==> src/rtl/spf_ram.sv <==
module spf_ram #(
  parameter int WIDTH = 8,
  parameter int DEPTH = 16
) (
  input  logic                                     clk,
  input  logic                                     we,
  input  logic [((DEPTH > 1) ? $clog2(DEPTH) : 1)-1:0] waddr,
  input  logic [WIDTH-1:0]                         wdata,
  input  logic                                     re,
  input  logic [((DEPTH > 1) ? $clog2(DEPTH) : 1)-1:0] raddr,
  output logic [WIDTH-1:0]                         rdata_r
);

  logic [WIDTH-1:0] mem_r [DEPTH];

  // Single write port, registered read port
  always_ff @(posedge clk) begin
    if (we) begin
      mem_r[waddr] <= wdata;
    end
    if (re) begin
      rdata_r <= mem_r[raddr];
    end
  end

endmodule

==> config.mk <==
export PLATFORM = sky130hd
export DESIGN_NAME = spf_ram
export DESIGN_NICKNAME = d
export VERILOG_FILES = /design/src/rtl/spf_ram.sv
export SDC_FILE = /design/constraint.sdc
export NUM_CORES = 1
export LEC_CHECK = 0
export ABC_CLOCK_PERIOD_IN_PS = 4580
export BUFFER_PORTS_ARGS = -buffer_cell sky130_fd_sc_hd__buf_4
export CAP_MARGIN = 25
export CORE_MARGIN = 2
export CORE_UTILIZATION = 35
export DETAILED_ROUTE_END_ITERATION = 10
export RECOVER_POWER = 50
export SETUP_SLACK_MARGIN = 0.05
export SYNTH_ARGS = -nofsm -noshare
export SYNTH_HDL_FRONTEND = slang
export SYNTH_SLANG_ARGS = --single-unit
==> constraint.sdc <==
create_clock -name clk -period 4.58 [get_ports clk]
set_input_delay 0.916 -clock clk [delete_from_list [all_inputs] [get_ports clk]]
set_output_delay 0.916 -clock clk [all_outputs]
set_load 0.02 [all_outputs]
==> out/summary.txt <==
Status: finished clean
Hold buffer count at cts: 0
WS Path Type: in -> reg
Synth cell types: 18
Layout Skew: 0.008006 ns
Post-synth top flop: edfxtp_1
Hold WC Path Type: reg -> reg
Sw Share: 19.94%
CTS clock-pin slew for the worst setup and hold paths: 0.06 ns
GP Congestion: 0.7062
Via count: 2,394
Worst skew pair latency: 0.41 ns
Clock buffer depth: 2
Site Rows: 44
Sw power: 559.3 uW
Placed cells: 433
H-Tree Depth: 4
Crit path capture type: register
Worst Path Max Fanout: 32
Critical path data arrival time: 2.52 ns
Dpl hpwl: 6582 um
Synth Area in XOR/XNOR: 0%
Via/cell ratio: 5.148
Initial antenna violation count: 0
Post-route clock period utilization: 51.78%
Largest net degree at the start of global routing: 33
IO Pins: 27
Clock power frac: 44.9%
Final Setup Violations: 0
Post-synth EDFFs: 136
Compound-Gate Fraction of Synth Area: 2.298%
Final hold vios: 0
Register share of total power: 50.4%
Initial DRC Count: 221
CTS tree: yes
Internal power: 2.246 mW
Worst vdd ir: 324.4 uV
Fin Hold WS: 0.7510 ns
Mapped Avg Cell Area: 22.83 um2
Fin crit period: 2.372 ns
Async set or reset register ratio after synthesis: 0%
Worst setup SP type: input pin
Post-CTS setup buffer count: 0
Crit-path cells: buf_4, mux4_1, a22oi_1, nand2_1
Post-DP Area: 5597 um2
Post-Synth Simple-Gate Area: 3.135%
Synthesis-stage register bit count: 136
Final Max Tran Viols: 0
Number of global-route vias before repair: 2,542
First-pass GRT wire length: 16,130 um
Part of the Yosys area used for sequential elements: 78.12%
Unrepaired setup endpoints after global routing: false
Grt total ovfl: 0
Die area: 15,930 um2
Clk sinks: 136
CP bufs+invs: 1
Fmax: 421.6 MHz
Critical path's slowest cell: mux4_1
Slew HR: 33.42%
Area Overhead vs Synth: 16.73%
Pwr dens: 459.8 nW/um2
CTS buffer count: 17
Syn nets: 248
Adder-cell share of the synthesized area: 0%
Multiplexer share of the synthesized area: 14.79%
Total Routing Usage GR: 14.30%
PostCTS Resize Cnt: 0
Final nets: 287
Total Neg Setup Slack: 0 ns
Detail Route Antenna Nets: 0
Final Instance Area: 6102 um2
DRC viols: 0
Max-Cap Viols: 0
Clock root buffer: clkbuf_16
DR WL/cell: 22.70 um
Die H: 126.2 um
Gate Count Post-Synth: 229
Top delay family on crit path: multiplexers
Routed wire length: 10,560 um
Die W: 126.2 um
Largest family of logic cells by synthesized area: multiplexers
IO Port Bufs: 26
Antenna cells: 0
Logic gate share of total power: 4.7%
Required time worst endpoint: 4.73 ns
Least-Margin Pin Slew: 0.9951 ns
Worst path max stage delay: 0.66 ns
Syn. warnings: 0
Mapped Area: 5228 um2
Router iterations before antenna repair: 5
Non-Filler Instances: 465
Leakage: 1.975 nW
Core region area: 14,590 um2
Tot Pwr: 2.806 mW
Starting Density: 35.83%
Fraction of final layout cells with drive strength greater than 1: 22.42%
per-layer routing:
layer  vias to the layer above  global-route usage [%]  wire, um
met5                         -                       0         0
met4                         0                   4.590        61
met3                         7                   5.013       884
met2                        84                   20.62      4981
met1                      1241                   20.44      4630
li1                       1062                       -         -
path summary, 6_finish.rpt:
kind / start / endpoint / slack, ns / cells after the start
max: raddr[0] / rdata_r[4] / 2.21 / 4
min: mem_r[13][3] / rdata_r[3] / 0.75 / 3
max reg2reg: mem_r[8][4] / rdata_r[4] / 3.00 / 3
min reg2reg: mem_r[13][3] / rdata_r[3] / 0.75 / 3
state kept, by name, summed over array words and instances (netlist names):
signal / count
mem_r: 128
rdata_r: 8
cell usage in the layout, fill, tap and decap left out, drive strengths merged:
cell / count
a22oi: 16
and2: 1
and2b: 1
buf: 19
bufinv: 2
clkbuf: 32
clkinv: 7
clkinvlp: 2
edfxtp: 136
mux4: 32
nand2: 9
nand2b: 2
nand3: 1
nand3b: 2
nor2: 13
nor2b: 1
nor3: 4
or3b: 1
power by group through the flow:
stage | Combinational, mW | Clock [mW] | Sequential [mW]
5_1_grt | 0.145 | 1.34 | 1.41
4_1_cts | 0.140 | 1.28 | 1.41
3_3_place_gp | 0.136 | 0 | 1.44
6_report | 0.133 | 1.26 | 1.41
2_1_floorplan | 0.0708 | 0 | 1.44
3_5_place_dp | 0.140 | 0 | 1.44
layout make-up:
class | count | area [um2]
clock buffer | 21 | 440.4
clock inverter | 11 | 106.4
fill | 1253 | 8487
multi-input combinational | 83 | 1057
sequential | 136 | 4084
tap | 184 | 230.2
timing repair buffer | 30 | 183.9
synthesized netlist by cell type (all sizes together) (2+ instances only):
cell type      count  area [um2]
nand3b             2       15.01
nand2              9       33.78
nor2              13       48.80
a22oi             16       120.1
edfxtp           136        4084
clkdlybuf4s25      3       30.03
buf                7       56.30
mux4              32       773.2
nand2b             2       12.51
nor3               4       20.02
metrics by stage:
stage	setup WS [ns]	util [%]
finish	2.208	41.83
floorplan	2.171	-
detailed placement	1.742	38.36
CTS	2.181	42.11
global placement	1.622	38.31
global route	2.055	41.83
tightest hold or removal path, delay by kind of cell (launching register included):
| kind | cells | cell delay [ns] |
|---|---|---|
| AO/OA/AOI/OAI | 1 | 0.06 |
| flip-flops | 1 | 0.31 |
| multiplexers | 1 | 0.23 |
| AND/OR/NAND/NOR | 1 | 0.05 |
cell families after synthesis:
family | Yosys count
buffers and inverters | 10
AO/OA/AOI/OAI | 16
multiplexers | 32
flip-flops | 136
AND/OR/NAND/NOR | 35
No activity file was read; power rests on OpenSTA's default activity.
