[src/rtl/spf_pkg.sv]
package spf_pkg;

  // Queue geometry
  localparam int DEPTH  = 64;
  localparam int ADDR_W = (DEPTH > 1) ? $clog2(DEPTH) : 1;
  localparam int CNT_W  = $clog2(DEPTH + 1);

  // Field widths
  localparam int ACTION_W  = 3;
  localparam int TAG_W     = 32;
  localparam int SIZE_W    = 24;
  localparam int DUR_W     = 32;
  localparam int SERIAL_W  = 16;
  localparam int STATUS_W  = 2;
  localparam int ECOUNT_W  = 7;
  localparam int BYTES_W   = 40;
  localparam int TDUR_W    = 48;
  localparam int OVH_W     = 8;

  typedef enum logic [ACTION_W-1:0] {
    ACT_PUT   = 3'd0,
    ACT_GET   = 3'd1,
    ACT_FLUSH = 3'd2,
    ACT_START = 3'd3,
    ACT_ABORT = 3'd4
  } action_t;

  typedef enum logic [STATUS_W-1:0] {
    ST_OK      = 2'd0,
    ST_ABORTED = 2'd1,
    ST_EMPTY   = 2'd2,
    ST_FULL    = 2'd3
  } status_t;

  // One stored queue entry
  typedef struct packed {
    logic [TAG_W-1:0]    tag;
    logic [SIZE_W-1:0]   size;
    logic [DUR_W-1:0]    dur;
    logic [SERIAL_W-1:0] serial;
  } entry_t;

  localparam int ENTRY_W = $bits(entry_t);

  // Entry store access for one word
  typedef struct packed {
    logic              we;
    logic [ADDR_W-1:0] waddr;
    entry_t            wentry;
    logic              re;
    logic [ADDR_W-1:0] raddr;
  } ram_req_t;

  // Word in flight between the control stage and the totals stage
  typedef struct packed {
    status_t            status;
    logic               put_ok;
    logic               get_ok;
    logic               flush;
    logic [CNT_W-1:0]   count;
    logic [SIZE_W-1:0]  size;
    logic [DUR_W-1:0]   dur;
  } stage_t;

endpackage

[src/rtl/spf_ctrl.sv]
module spf_ctrl (
  input  logic                           clk,
  input  logic                           rst_n,
  input  logic                           in_valid,
  output logic                           in_ready,
  input  logic [spf_pkg::ACTION_W-1:0]   in_action,
  input  logic [spf_pkg::TAG_W-1:0]      in_pkt_tag,
  input  logic [spf_pkg::SIZE_W-1:0]     in_pkt_size,
  input  logic [spf_pkg::DUR_W-1:0]      in_pkt_duration,
  input  logic                           b_take,
  output logic                           b_valid_r,
  output spf_pkg::stage_t                b_r,
  output spf_pkg::ram_req_t              ram_req
);
  import spf_pkg::*;

  logic [ADDR_W-1:0]   head_r, head_nxt;
  logic [ADDR_W-1:0]   tail_r, tail_nxt;
  logic [CNT_W-1:0]    count_r, count_nxt;
  logic [SERIAL_W-1:0] serial_r, serial_nxt;
  logic                aborted_r, aborted_nxt;
  logic                b_valid_nxt;
  logic                accept;
  stage_t              stg;

  localparam logic [ADDR_W-1:0] LAST_SLOT = ADDR_W'(DEPTH - 1);
  localparam logic [CNT_W-1:0]  FULL_CNT  = CNT_W'(DEPTH);

  // Stage slot frees when its word moves on
  assign in_ready = !b_valid_r || b_take;
  assign accept   = in_valid && in_ready;

  // Action decode against queue state
  always_comb begin
    head_nxt    = head_r;
    tail_nxt    = tail_r;
    count_nxt   = count_r;
    serial_nxt  = serial_r;
    aborted_nxt = aborted_r;
    stg         = '0;
    stg.status  = ST_OK;
    stg.size    = in_pkt_size;
    stg.dur     = in_pkt_duration;
    case (action_t'(in_action))
      ACT_PUT: begin
        if (aborted_r) begin
          stg.status = ST_ABORTED;
        end else if (count_r >= FULL_CNT) begin
          stg.status = ST_FULL;
        end else begin
          stg.put_ok = 1'b1;
          tail_nxt   = (tail_r == LAST_SLOT) ? '0 : tail_r + 1'b1;
          count_nxt  = count_r + 1'b1;
        end
      end
      ACT_GET: begin
        if (aborted_r) begin
          stg.status = ST_ABORTED;
        end else if (count_r == '0) begin
          stg.status = ST_EMPTY;
        end else begin
          stg.get_ok = 1'b1;
          head_nxt   = (head_r == LAST_SLOT) ? '0 : head_r + 1'b1;
          count_nxt  = count_r - 1'b1;
        end
      end
      ACT_FLUSH: begin
        stg.flush  = 1'b1;
        head_nxt   = '0;
        tail_nxt   = '0;
        count_nxt  = '0;
        serial_nxt = serial_r + 1'b1;
      end
      ACT_START: begin
        aborted_nxt = 1'b0;
        serial_nxt  = serial_r + 1'b1;
      end
      ACT_ABORT: begin
        aborted_nxt = 1'b1;
      end
      default: begin
      end
    endcase
    stg.count = count_nxt;
  end

  // Entry store: write at tail on put, read head on get
  always_comb begin
    ram_req               = '0;
    ram_req.we            = accept && stg.put_ok;
    ram_req.waddr         = tail_r;
    ram_req.wentry.tag    = in_pkt_tag;
    ram_req.wentry.size   = in_pkt_size;
    ram_req.wentry.dur    = in_pkt_duration;
    ram_req.wentry.serial = serial_r;
    ram_req.re            = accept && stg.get_ok;
    ram_req.raddr         = head_r;
  end

  assign b_valid_nxt = accept ? 1'b1 : (b_take ? 1'b0 : b_valid_r);

  // Queue state and stage valid
  always_ff @(posedge clk) begin
    if (!rst_n) begin
      head_r    <= '0;
      tail_r    <= '0;
      count_r   <= '0;
      serial_r  <= '0;
      aborted_r <= 1'b1;
      b_valid_r <= 1'b0;
    end else begin
      b_valid_r <= b_valid_nxt;
      if (accept) begin
        head_r    <= head_nxt;
        tail_r    <= tail_nxt;
        count_r   <= count_nxt;
        serial_r  <= serial_nxt;
        aborted_r <= aborted_nxt;
      end
    end
  end

  // Stage payload
  always_ff @(posedge clk) begin
    if (accept) begin
      b_r <= stg;
    end
  end

endmodule

[config.mk]
export PLATFORM = sky130hd
export DESIGN_NAME = spf_ctrl
export DESIGN_NICKNAME = d
export VERILOG_FILES = /design/src/rtl/spf_pkg.sv /design/src/rtl/spf_ctrl.sv
export SDC_FILE = /design/constraint.sdc
export NUM_CORES = 1
export LEC_CHECK = 0
export BUFFER_PORTS_ARGS = -buffer_cell sky130_fd_sc_hd__buf_4
export CORE_ASPECT_RATIO = 0.5
export CORE_MARGIN = 1
export CORE_UTILIZATION = 39
export DETAILED_ROUTE_END_ITERATION = 10
export PLACE_DENSITY = 0.69
export SYNTH_ARGS = -nofsm -noshare
export SYNTH_HDL_FRONTEND = slang
export SYNTH_SLANG_ARGS = --single-unit
[constraint.sdc]
create_clock -name clk -period 4.9 [get_ports clk]
set_input_delay 0.245 -clock clk [delete_from_list [all_inputs] [get_ports clk]]
set_output_delay 0.245 -clock clk [all_outputs]
set_load 0.01 [all_outputs]
==> impl_metrics.env <==
export IMPL_synth_nets=547
export IMPL_place_congestion=0.902
export IMPL_dieHeight_um=82.0
export IMPL_crit_type="flip-flop to output port"
export IMPL_final_common_cell="buf_4"
export IMPL_numClockSinks=105
export IMPL_end_kind="output port"
export IMPL_max_freq_mhz=427
export IMPL_hold_viol=0
export IMPL_avgRoutedWirePerCell_um=15.8
export IMPL_routed_via_count=3550
export IMPL_ys_ff_latch=105
export IMPL_total_power_uw=1940
export IMPL_ys_top_cells_by_area="edfxtp_1 (41%), dfxtp_1 (15%), buf_4 (13%), and2_1 (2.4%), xnor2_1 (1.9%)"
export IMPL_cts_made_buffers=9
export IMPL_synth_edff_count=68
export IMPL_coreArea_sq_um=12200
export IMPL_min_to="b_r[39]$_DFFE_PP_"
export IMPL_slew_headroom_pct=45.8
export IMPL_cts_resized=0
export IMPL_ff2ff_path_depth=8
export IMPL_antenna_found_initial=0
export IMPL_tns_ps=0
export IMPL_netlist_area_leader_share_pct=40.9
export IMPL_async_flop_share_pct=0
export IMPL_cp_required_ps=4660
export IMPL_avgSynthCellArea_sq_um=11.2
export IMPL_drive_gt1_share_pct=43.3
export IMPL_vias_per_cell=4.80
export IMPL_hold_path_class="input pin to flip-flop"
export IMPL_final_cell_mix="buf_4 (219), edfxtp_1 (68), dfxtp_1 (37)"
export IMPL_fillers=1085
export IMPL_port_buffers=218
export IMPL_cts_buffer_depth=2
export IMPL_p_leak_uw=0.00269
export IMPL_startpoint_type="flip-flop"
export IMPL_critPathArrivalTime_ps=2100
export IMPL_pin_count=283
export IMPL_max_slew_worst_pin_slew_ps=812
export IMPL_dieArea_sq_um=13300
export IMPL_ir_worst_vdd_uv=155
export IMPL_dp_hpwl_um=8980
export IMPL_r2r_end="aborted_r$_SDFFE_PN1P_"
export IMPL_grt_max_degree=43
export IMPL_ys_seq_area_share_pct=55.7
export IMPL_synth_cell_types=62
export IMPL_fin_nets=671
export IMPL_finalClockSkew_ps=9.33
export IMPL_ant_nets=0
export IMPL_min_from="in_pkt_size[7]"
export IMPL_clock_latency_ps=340
export IMPL_insertedDiodeCount=0
export IMPL_period_share_pct=47.8
export IMPL_whs_path_depth=1
export IMPL_drt_wl_total_um=11700
export IMPL_cts_clk_slew_worst_paths_ps=70
export IMPL_initial_core_util_pct=41.1
export IMPL_status="completed"
export IMPL_syn_area_sq_um=4990
export IMPL_cts_root_buffer="clkbuf_16"
export IMPL_drc=0
export IMPL_slew_viol_final=0
export IMPL_max_cap_viol_count=0
export IMPL_reg2reg_from="b_valid_r$_SDFFE_PN0P_"
export IMPL_synth_cells=447
export IMPL_synth_top_area_cell="edfxtp_1"
export IMPL_ys_flop_type="edfxtp_1"
export IMPL_postCtsHoldBufs=0
export IMPL_path_max_fanout=8
export IMPL_p_per_area_nw_per_um2=304
export IMPL_cts_tree="yes"
export IMPL_cts_setup_buffers=0
export IMPL_synth_warnings=0
export IMPL_grt_usage_pct=17.1
export IMPL_first_pass_iters=4
export IMPL_num_rows=28
export IMPL_die_x_um=162
export IMPL_r2r_setup_slack_ps=2570
export IMPL_grt_pass1_wl_um=17400
export IMPL_grt_pass1_vias=3231
export IMPL_area_growth_pct=28.2
export IMPL_min_period_ps=2340
export IMPL_drt_iter0_markers=196
export IMPL_htree_num_levels=3
export IMPL_finalSetupViolCount=0
export IMPL_grt_overflow_total=0
export IMPL_rsz0062_at_grt="false"
## worst max-delay path, stage by stage, from the launching register on
cell and delay (ps):
dfxtp_1 450, inv_1 100, ha_1 250, nor3b_1 160, a21oi_1 340, nand2_1 170, nor2_1 150, buf_4 140
## per-stage QoR
step	setup WS, ps	instances	hold WS (ps)	area, sq um	util (%)
final	2560	740	91.4	6400	52.7
after global routing	2280	740	74.3	6400	52.7
after CTS	2550	740	81.3	6400	52.7
after detailed placement	2580	725	435	6100	50.2
after global placement	2610	725	434	6100	50.2
after floorplan	1300	447	344	4990	-
## registers in the layout, indices dropped and copies added, names as in the netlist
signal	cells
aborted_r	1
b_valid_r	1
tail_r	6
serial_r	16
b_r	68
head_r	6
count_r	7
## worst max-delay path by stage
stage,from,endpoint,slack (ps),cells after the start
after floorplan,b_valid_r$_SDFFE_PN0P_,head_r[2]$_SDFFE_PN0P_,1300,8
after global placement,b_valid_r$_SDFFE_PN0P_,aborted_r$_SDFFE_PN1P_,2610,8
after detailed placement,b_valid_r$_SDFFE_PN0P_,aborted_r$_SDFFE_PN1P_,2580,8
after CTS,count_r[0]$_SDFFE_PN0P_,ram_req[6],2550,7
after global routing,count_r[0]$_SDFFE_PN0P_,head_r[5]$_SDFFE_PN0P_,2280,9
final,count_r[0]$_SDFFE_PN0P_,ram_req[6],2560,7
## where the power goes
group / internal (uW) / switching [uW]
sequential: 983 / 13.8
combinational: 115 / 115
clock: 401 / 316
## layer usage
metal / vias up / routed length (um) / GRT usage, %
met5: - / 0 / 0
met4: 0 / 216 / 6.32
met3: 27 / 692 / 4.29
met2: 107 / 5790 / 28.9
met1: 1659 / 4970 / 21.4
li1: 1757 / - / -
## final cells by class
cell class / instances / area, sq um / area share (%)
Multi-Input combinational cell: 224 / 1430 / 22.3
Inverter: 12 / 45.0 / 0.703
Clock buffer: 9 / 225 / 3.52
Timing Repair Buffer: 219 / 1640 / 25.7
Clock inverter: 6 / 76.3 / 1.19
Tap cell: 165 / 206 / 3.22
Sequential cell: 105 / 2780 / 43.4
## synthesized netlist by cell type, types with 8 or more instances
cell type  instances
buf_4             88
edfxtp_1          68
dfxtp_1           37
nand2_1           23
nor2_1            21
and2_1            19
nand3_1           17
a21oi_1           13
clkbuf_1          11
xnor2_1           11
and3_1             9
a21boi_1           8
o21ai_0            8
o21ai_1            8
## kinds of logic after synthesis
logic type / after synthesis / synth area share [%]
AO/OA/AOI/OAI: 71 / 9.59
XOR/XNOR: 15 / 2.63
adder cells (fa/ha/maj): 5 / 1.25
buffers and inverters: 118 / 15.8
flip-flops: 105 / 55.7
multiplexers: 1 / 0.200
AND/OR/NAND/NOR: 132 / 14.9
Power figures use the tool's default switching activity.
