## config.mk

```make
export PLATFORM = sky130hd
export DESIGN_NAME = spf_acc
export DESIGN_NICKNAME = d
export VERILOG_FILES = /design/src/rtl/spf_pkg.sv /design/src/rtl/spf_acc.sv
export SDC_FILE = /design/constraint.sdc
export NUM_CORES = 1
export LEC_CHECK = 0
export ABC_AREA = 1
export BUFFER_PORTS_ARGS = -buffer_cell sky130_fd_sc_hd__buf_2
export CORE_ASPECT_RATIO = 1.1
export CORE_MARGIN = 5
export CORE_UTILIZATION = 40
export DETAILED_ROUTE_END_ITERATION = 7
export MAX_ROUTING_LAYER = met4
export PLACE_DENSITY_LB_ADDON = 0.12
export SLEW_MARGIN = 20
export SYNTH_ARGS = -nofsm -noshare
export SYNTH_HDL_FRONTEND = slang
export SYNTH_SLANG_ARGS = --single-unit
```

## constraint.sdc

```tcl
create_clock -name clk -period 4.63 [get_ports clk]
set_input_delay 0.2315 -clock clk [delete_from_list [all_inputs] [get_ports clk]]
set_output_delay 0.2315 -clock clk [all_outputs]
set_load 0.02 [all_outputs]
```

## src/rtl/spf_pkg.sv

```systemverilog
package spf_pkg;

  // Queue geometry
  localparam int DEPTH  = 64;
  localparam int ADDR_W = (DEPTH > 1) ? $clog2(DEPTH) : 1;
  localparam int CNT_W  = $clog2(DEPTH + 1);

  // Field widths
  localparam int ACTION_W  = 3;
  localparam int TAG_W     = 32;
  localparam int SIZE_W    = 24;
  localparam int DUR_W     = 32;
  localparam int SERIAL_W  = 16;
  localparam int STATUS_W  = 2;
  localparam int ECOUNT_W  = 7;
  localparam int BYTES_W   = 40;
  localparam int TDUR_W    = 48;
  localparam int OVH_W     = 8;

  typedef enum logic [ACTION_W-1:0] {
    ACT_PUT   = 3'd0,
    ACT_GET   = 3'd1,
    ACT_FLUSH = 3'd2,
    ACT_START = 3'd3,
    ACT_ABORT = 3'd4
  } action_t;

  typedef enum logic [STATUS_W-1:0] {
    ST_OK      = 2'd0,
    ST_ABORTED = 2'd1,
    ST_EMPTY   = 2'd2,
    ST_FULL    = 2'd3
  } status_t;

  // One stored queue entry
  typedef struct packed {
    logic [TAG_W-1:0]    tag;
    logic [SIZE_W-1:0]   size;
    logic [DUR_W-1:0]    dur;
    logic [SERIAL_W-1:0] serial;
  } entry_t;

  localparam int ENTRY_W = $bits(entry_t);

  // Entry store access for one word
  typedef struct packed {
    logic              we;
    logic [ADDR_W-1:0] waddr;
    entry_t            wentry;
    logic              re;
    logic [ADDR_W-1:0] raddr;
  } ram_req_t;

  // Word in flight between the control stage and the totals stage
  typedef struct packed {
    status_t            status;
    logic               put_ok;
    logic               get_ok;
    logic               flush;
    logic [CNT_W-1:0]   count;
    logic [SIZE_W-1:0]  size;
    logic [DUR_W-1:0]   dur;
  } stage_t;

endpackage

```

## src/rtl/spf_acc.sv

```systemverilog
module spf_acc (
  input  logic                           clk,
  input  logic                           rst_n,
  input  logic                           cfg_wr_en,
  input  logic [spf_pkg::OVH_W-1:0]      cfg_wr_data,
  input  logic                           b_valid,
  input  spf_pkg::stage_t                b,
  input  spf_pkg::entry_t                rd_entry,
  output logic                           b_take,
  output logic                           out_valid,
  input  logic                           out_ready,
  output logic [spf_pkg::STATUS_W-1:0]   out_status,
  output logic [spf_pkg::TAG_W-1:0]      out_tag,
  output logic [spf_pkg::SIZE_W-1:0]     out_size,
  output logic [spf_pkg::DUR_W-1:0]      out_duration,
  output logic [spf_pkg::SERIAL_W-1:0]   out_serial,
  output logic [spf_pkg::ECOUNT_W-1:0]   out_entry_count,
  output logic [spf_pkg::BYTES_W-1:0]    out_total_bytes,
  output logic [spf_pkg::TDUR_W-1:0]     out_total_duration
);
  import spf_pkg::*;

  logic [OVH_W-1:0]   ovh_r;
  logic [BYTES_W-1:0] bytes_r, bytes_nxt;
  logic [TDUR_W-1:0]  tdur_r, tdur_nxt;
  logic               out_valid_r, out_valid_nxt;
  entry_t             oent_r, oent_nxt;
  logic [STATUS_W-1:0] status_r;
  logic [ECOUNT_W-1:0] ecount_r;
  logic               load;

  assign b_take = !out_valid_r || out_ready;
  assign load   = b_valid && b_take;

  // Running totals
  always_comb begin
    bytes_nxt = bytes_r;
    tdur_nxt  = tdur_r;
    oent_nxt  = '0;
    if (b.flush) begin
      bytes_nxt = '0;
      tdur_nxt  = '0;
    end else if (b.put_ok) begin
      bytes_nxt = bytes_r + BYTES_W'(b.size) + BYTES_W'(ovh_r);
      tdur_nxt  = tdur_r + TDUR_W'(b.dur);
    end else if (b.get_ok) begin
      oent_nxt  = rd_entry;
      bytes_nxt = bytes_r - BYTES_W'(rd_entry.size) - BYTES_W'(ovh_r);
      tdur_nxt  = tdur_r - TDUR_W'(rd_entry.dur);
    end
  end

  assign out_valid_nxt = load ? 1'b1 : (out_ready ? 1'b0 : out_valid_r);

  // Control state, overhead register and totals
  always_ff @(posedge clk) begin
    if (!rst_n) begin
      ovh_r       <= '0;
      bytes_r     <= '0;
      tdur_r      <= '0;
      out_valid_r <= 1'b0;
    end else begin
      out_valid_r <= out_valid_nxt;
      if (cfg_wr_en) begin
        ovh_r <= cfg_wr_data;
      end
      if (load) begin
        bytes_r <= bytes_nxt;
        tdur_r  <= tdur_nxt;
      end
    end
  end

  // Result word register
  always_ff @(posedge clk) begin
    if (load) begin
      oent_r   <= oent_nxt;
      status_r <= b.status;
      ecount_r <= ECOUNT_W'(b.count);
    end
  end

  assign out_valid          = out_valid_r;
  assign out_status         = status_r;
  assign out_tag            = oent_r.tag;
  assign out_size           = oent_r.size;
  assign out_duration       = oent_r.dur;
  assign out_serial         = oent_r.serial;
  assign out_entry_count    = ecount_r;
  assign out_total_bytes    = bytes_r;
  assign out_total_duration = tdur_r;

endmodule

```

==> results.md <==
* # DRC at 0
* Status: finished, final reports clean
* Power Density at 292 nW/um^2
* Total Wirelength at 71000 um
* Setup bufs post-CTS at 0
* Vias at 19.8k
* Hold WC Path Type: in2reg
* Largest net degree at the start of global routing at 76
* Peak supply drop at 0.262 mV
* Clk_skew at 0.0260 ns
* Clock-pin slew on the worst setup and hold paths at 0.06 ns
* Post-CTS sizing at 0
* # fillers at 4672
* Worst Max-Slew Pin Slew at 0.942 ns
* CP max-delay cell: dlygate4sd3_1
* Antenna Nets Post-Route at 0
* Syn Nets at 3186
* Worst flop-to-flop path startpoint: out_total_bytes[0]$_SDFFE_PN0P_
* Global Route Usage Sum at 27.9%
* Slew HR at 37.2%
* Final period util at 89.5%
* DR iter-0 viols at 1558
* Final worst slack at 0.488 ns
* CP Cell Sequence: dlygate4sd3_1 -> buf_2 -> inv_1 -> ha_1 -> nand2_2 -> nor2_2 -> nand2_2 -> nor3_4 -> nand2_2 -> nor2_2 -> nand3_1 -> xor2_1 -> a21oi_1 -> ha_1 -> nand2_1 -> nor2_1 -> inv_1 -> nor2_1 -> nand2_1 -> a21oi_1 -> nor2_1 -> nand2_1 -> nand3_1 -> a21oi_1
* Die W at 213 um
* Synth area leaders: edfxtp_1, nand2_1, inv_1
* Clk_lat worst skew at 0.58 ns
* I/O Pins at 388
* Area share of the largest cell type after synthesis at 18.7%
* Routed len/inst at 18.2 um
* Mapped Cells at 2842
* CP Class: in2reg
* Min Tclk post-route at 4.14 ns
* Initial core utilization at 40.2%
* Max frequency at 241 MHz
* First-pass DRT Iterations at 6
* Post-placement setup slack at 0.610 ns
* Layout cells sized above 1 at 15.6%
* First-pass GRT wire length at 107000 um
* CP Capture Type: flip-flop
* Synth-to-Final Area Change at 23.5%
* WP data required at 5.09 ns
* Count of warnings emitted by yosys at 0
* Number of global-route vias before repair at 19.1k
* Clock sink total at 210
* CP Launch Type: input port
* Hold_sp: rd_entry[89]
* TNS Setup at 0 ns
* Seq/Total Area, Yosys at 29.4%
* # port buffers at 387
* Antenna violations before repair at 3
* CTS Hold Buffers Added at 85
* DP HPWL at 56600 um
* Synth area leader: edfxtp_1
* Area of the die at 49800 sq um
* Worst setup path startpoint: rd_entry[17]
* Grt ovf at 0
* H-tree depth at 1
* Syn avg cell area at 6.39 sq um
* Clock buffer depth at 3
* Finish-stage setup viols at 0
* Final hold viol count at 0
* CTS tree: yes
* Max Slew Vio Count at 0
* EDFF count, synth at 113
* Placement Rows at 82
* Flops & latches, synth at 210
* LEAKAGE at 11.9 nW
* Data arrival, critical path at 4.61 ns
* Crit Path Max Fanout at 5
* Max stage delay on crit path at 0.55 ns
* CTS Root Cell: clkbuf_16
* Height of the die at 234 um
* Ys async rst share at 0%
* CTS buffer count at 26
* Core Footprint at 45200 sq um
* Max-Cap Viols at 0
* Synthesized area at 18200 sq um
* Final net count at 3642
* Final Wtd Congestion at 1.01
* Main flop type after synthesis: edfxtp_1
* Yosys cell types at 51
* Post-DR vias/cell at 5.06
* RSZ-0062 raised after global routing: no
metal layers:
metal  up-vias  part of all wire (%)  track usage (%)
li1       9888                     -                -
met1      9015                    44             37.2
met2       758                    45             45.2
met3        99                   8.1             4.10
met4         0                   2.4             6.64
met5         -                     0                -
stage by stage:
stage	hold WS (ns)	util (%)	cell area (sq um)	power [W]	cells
2_1_floorplan	0.330	-	18200	0.00361	2842
3_5_place_dp	0.411	45.7	20700	0.00430	3773
5_1_grt	0.0238	49.6	22400	0.00695	3907
6_report	0.0253	49.6	22400	0.00657	3907
3_3_place_gp	0.409	45.7	20700	0.00429	3773
4_1_cts	0.000797	49.6	22400	0.00661	3905
layout make-up:
type | count | area [sq um] | share of cell area (%)
Antenna cell | 2 | 5.00 | 0.0223
Clock buffer | 31 | 689 | 3.07
Clock inverter | 16 | 218 | 0.970
Inverter | 529 | 1990 | 8.86
Multi-Input combinational cell | 2045 | 10600 | 47.1
Sequential cell | 210 | 5340 | 23.8
Tap cell | 588 | 736 | 3.28
Timing Repair Buffer | 486 | 2890 | 12.9
critical path, delay by kind of cell:
kind / cells / cell delay, ns
xor+xnor: 1 / 0.23
simple gates: 14 / 1.94
buf+inv: 4 / 0.91
compound gates: 3 / 0.73
fa+ha+maj: 2 / 0.57
power breakdown:
part / internal (W) / total (W) / switching [W]
Sequential: 0.00208 / 0.00217 / 0.0000906
Clock: 0.00129 / 0.00222 / 0.000926
Combinational: 0.000729 / 0.00218 / 0.00145
Total: 0.00410 / 0.00657 / 0.00247
final timing paths:
check                                              to  slack (ns)  depth (start not counted)
setup reg to reg     out_total_bytes[32]$_SDFFE_PN0P_        1.28                         21
hold reg to reg    out_total_duration[5]$_SDFFE_PN0P_        0.49                          2
hold / removal              out_tag[17]$_SDFFCE_PP0P_        0.03                          3
setup / recovery  out_total_duration[30]$_SDFFE_PN0P_        0.49                         24
cell usage in the layout, fill, tap and decap left out, types with 4 or more instances in the layout:
cell / instances
nor3_1: 28
nor4_1: 11
xnor2_1: 6
nor3_2: 5
o21bai_1: 15
nor2_2: 14
a31oi_1: 8
dfxtp_1: 97
buf_4: 14
dlygate4sd3_1: 85
ha_1: 141
clkbuf_16: 26
nor2_4: 4
nand2_2: 17
o21ai_0: 93
o21ai_1: 5
buf_2: 387
clkinvlp_4: 8
xor2_1: 17
a21oi_1: 215
fa_1: 18
nand3b_1: 9
and2_1: 4
a21boi_0: 6
bufinv_16: 4
nor2_1: 351
nand4_1: 30
a21o_1: 7
edfxtp_1: 113
or2_1: 4
inv_1: 520
nand2_1: 808
or2_2: 15
nand3_1: 191
inv_2: 7
sequential cells by signal (all words and copies together) (netlist names):
signal and flops:
out_valid 1, out_serial 16, ovh_r 8, out_total_duration 48
out_entry_count 7, out_tag 32, out_size 24, out_status 2
out_total_bytes 40, out_duration 32
cells by family (layout without fill, tap and decap cells):
logic type,Yosys count,count (layout),share of synthesized area (%)
AND/OR/NAND/NOR,1503,1503,34.8
other,0,2,0
buffers and inverters,587,1062,12.5
adder cells (fa/ha/maj),159,159,11.7
XOR/XNOR,23,23,1.11
flip-flops,210,210,29.4
AO/OA/AOI/OAI,360,360,10.5
synth_stat cells, drive strengths merged, types with 2 or more instances:
cell type	number
a21boi	7
o22ai	2
o31ai	2
dfxtp	97
inv	529
xor2	17
a21oi	215
o21bai	15
xnor2	6
edfxtp	113
a31oi	8
fa	18
nor2	369
buf	38
nand3b	9
o21ai	99
nor4	11
o211ai	3
nor3	36
nand3	194
ha	141
nand2	825
nand4	30
or2	20
and2	6
a21o	7
clkbuf	20
Note: power is estimated with default switching activity, not from simulation.
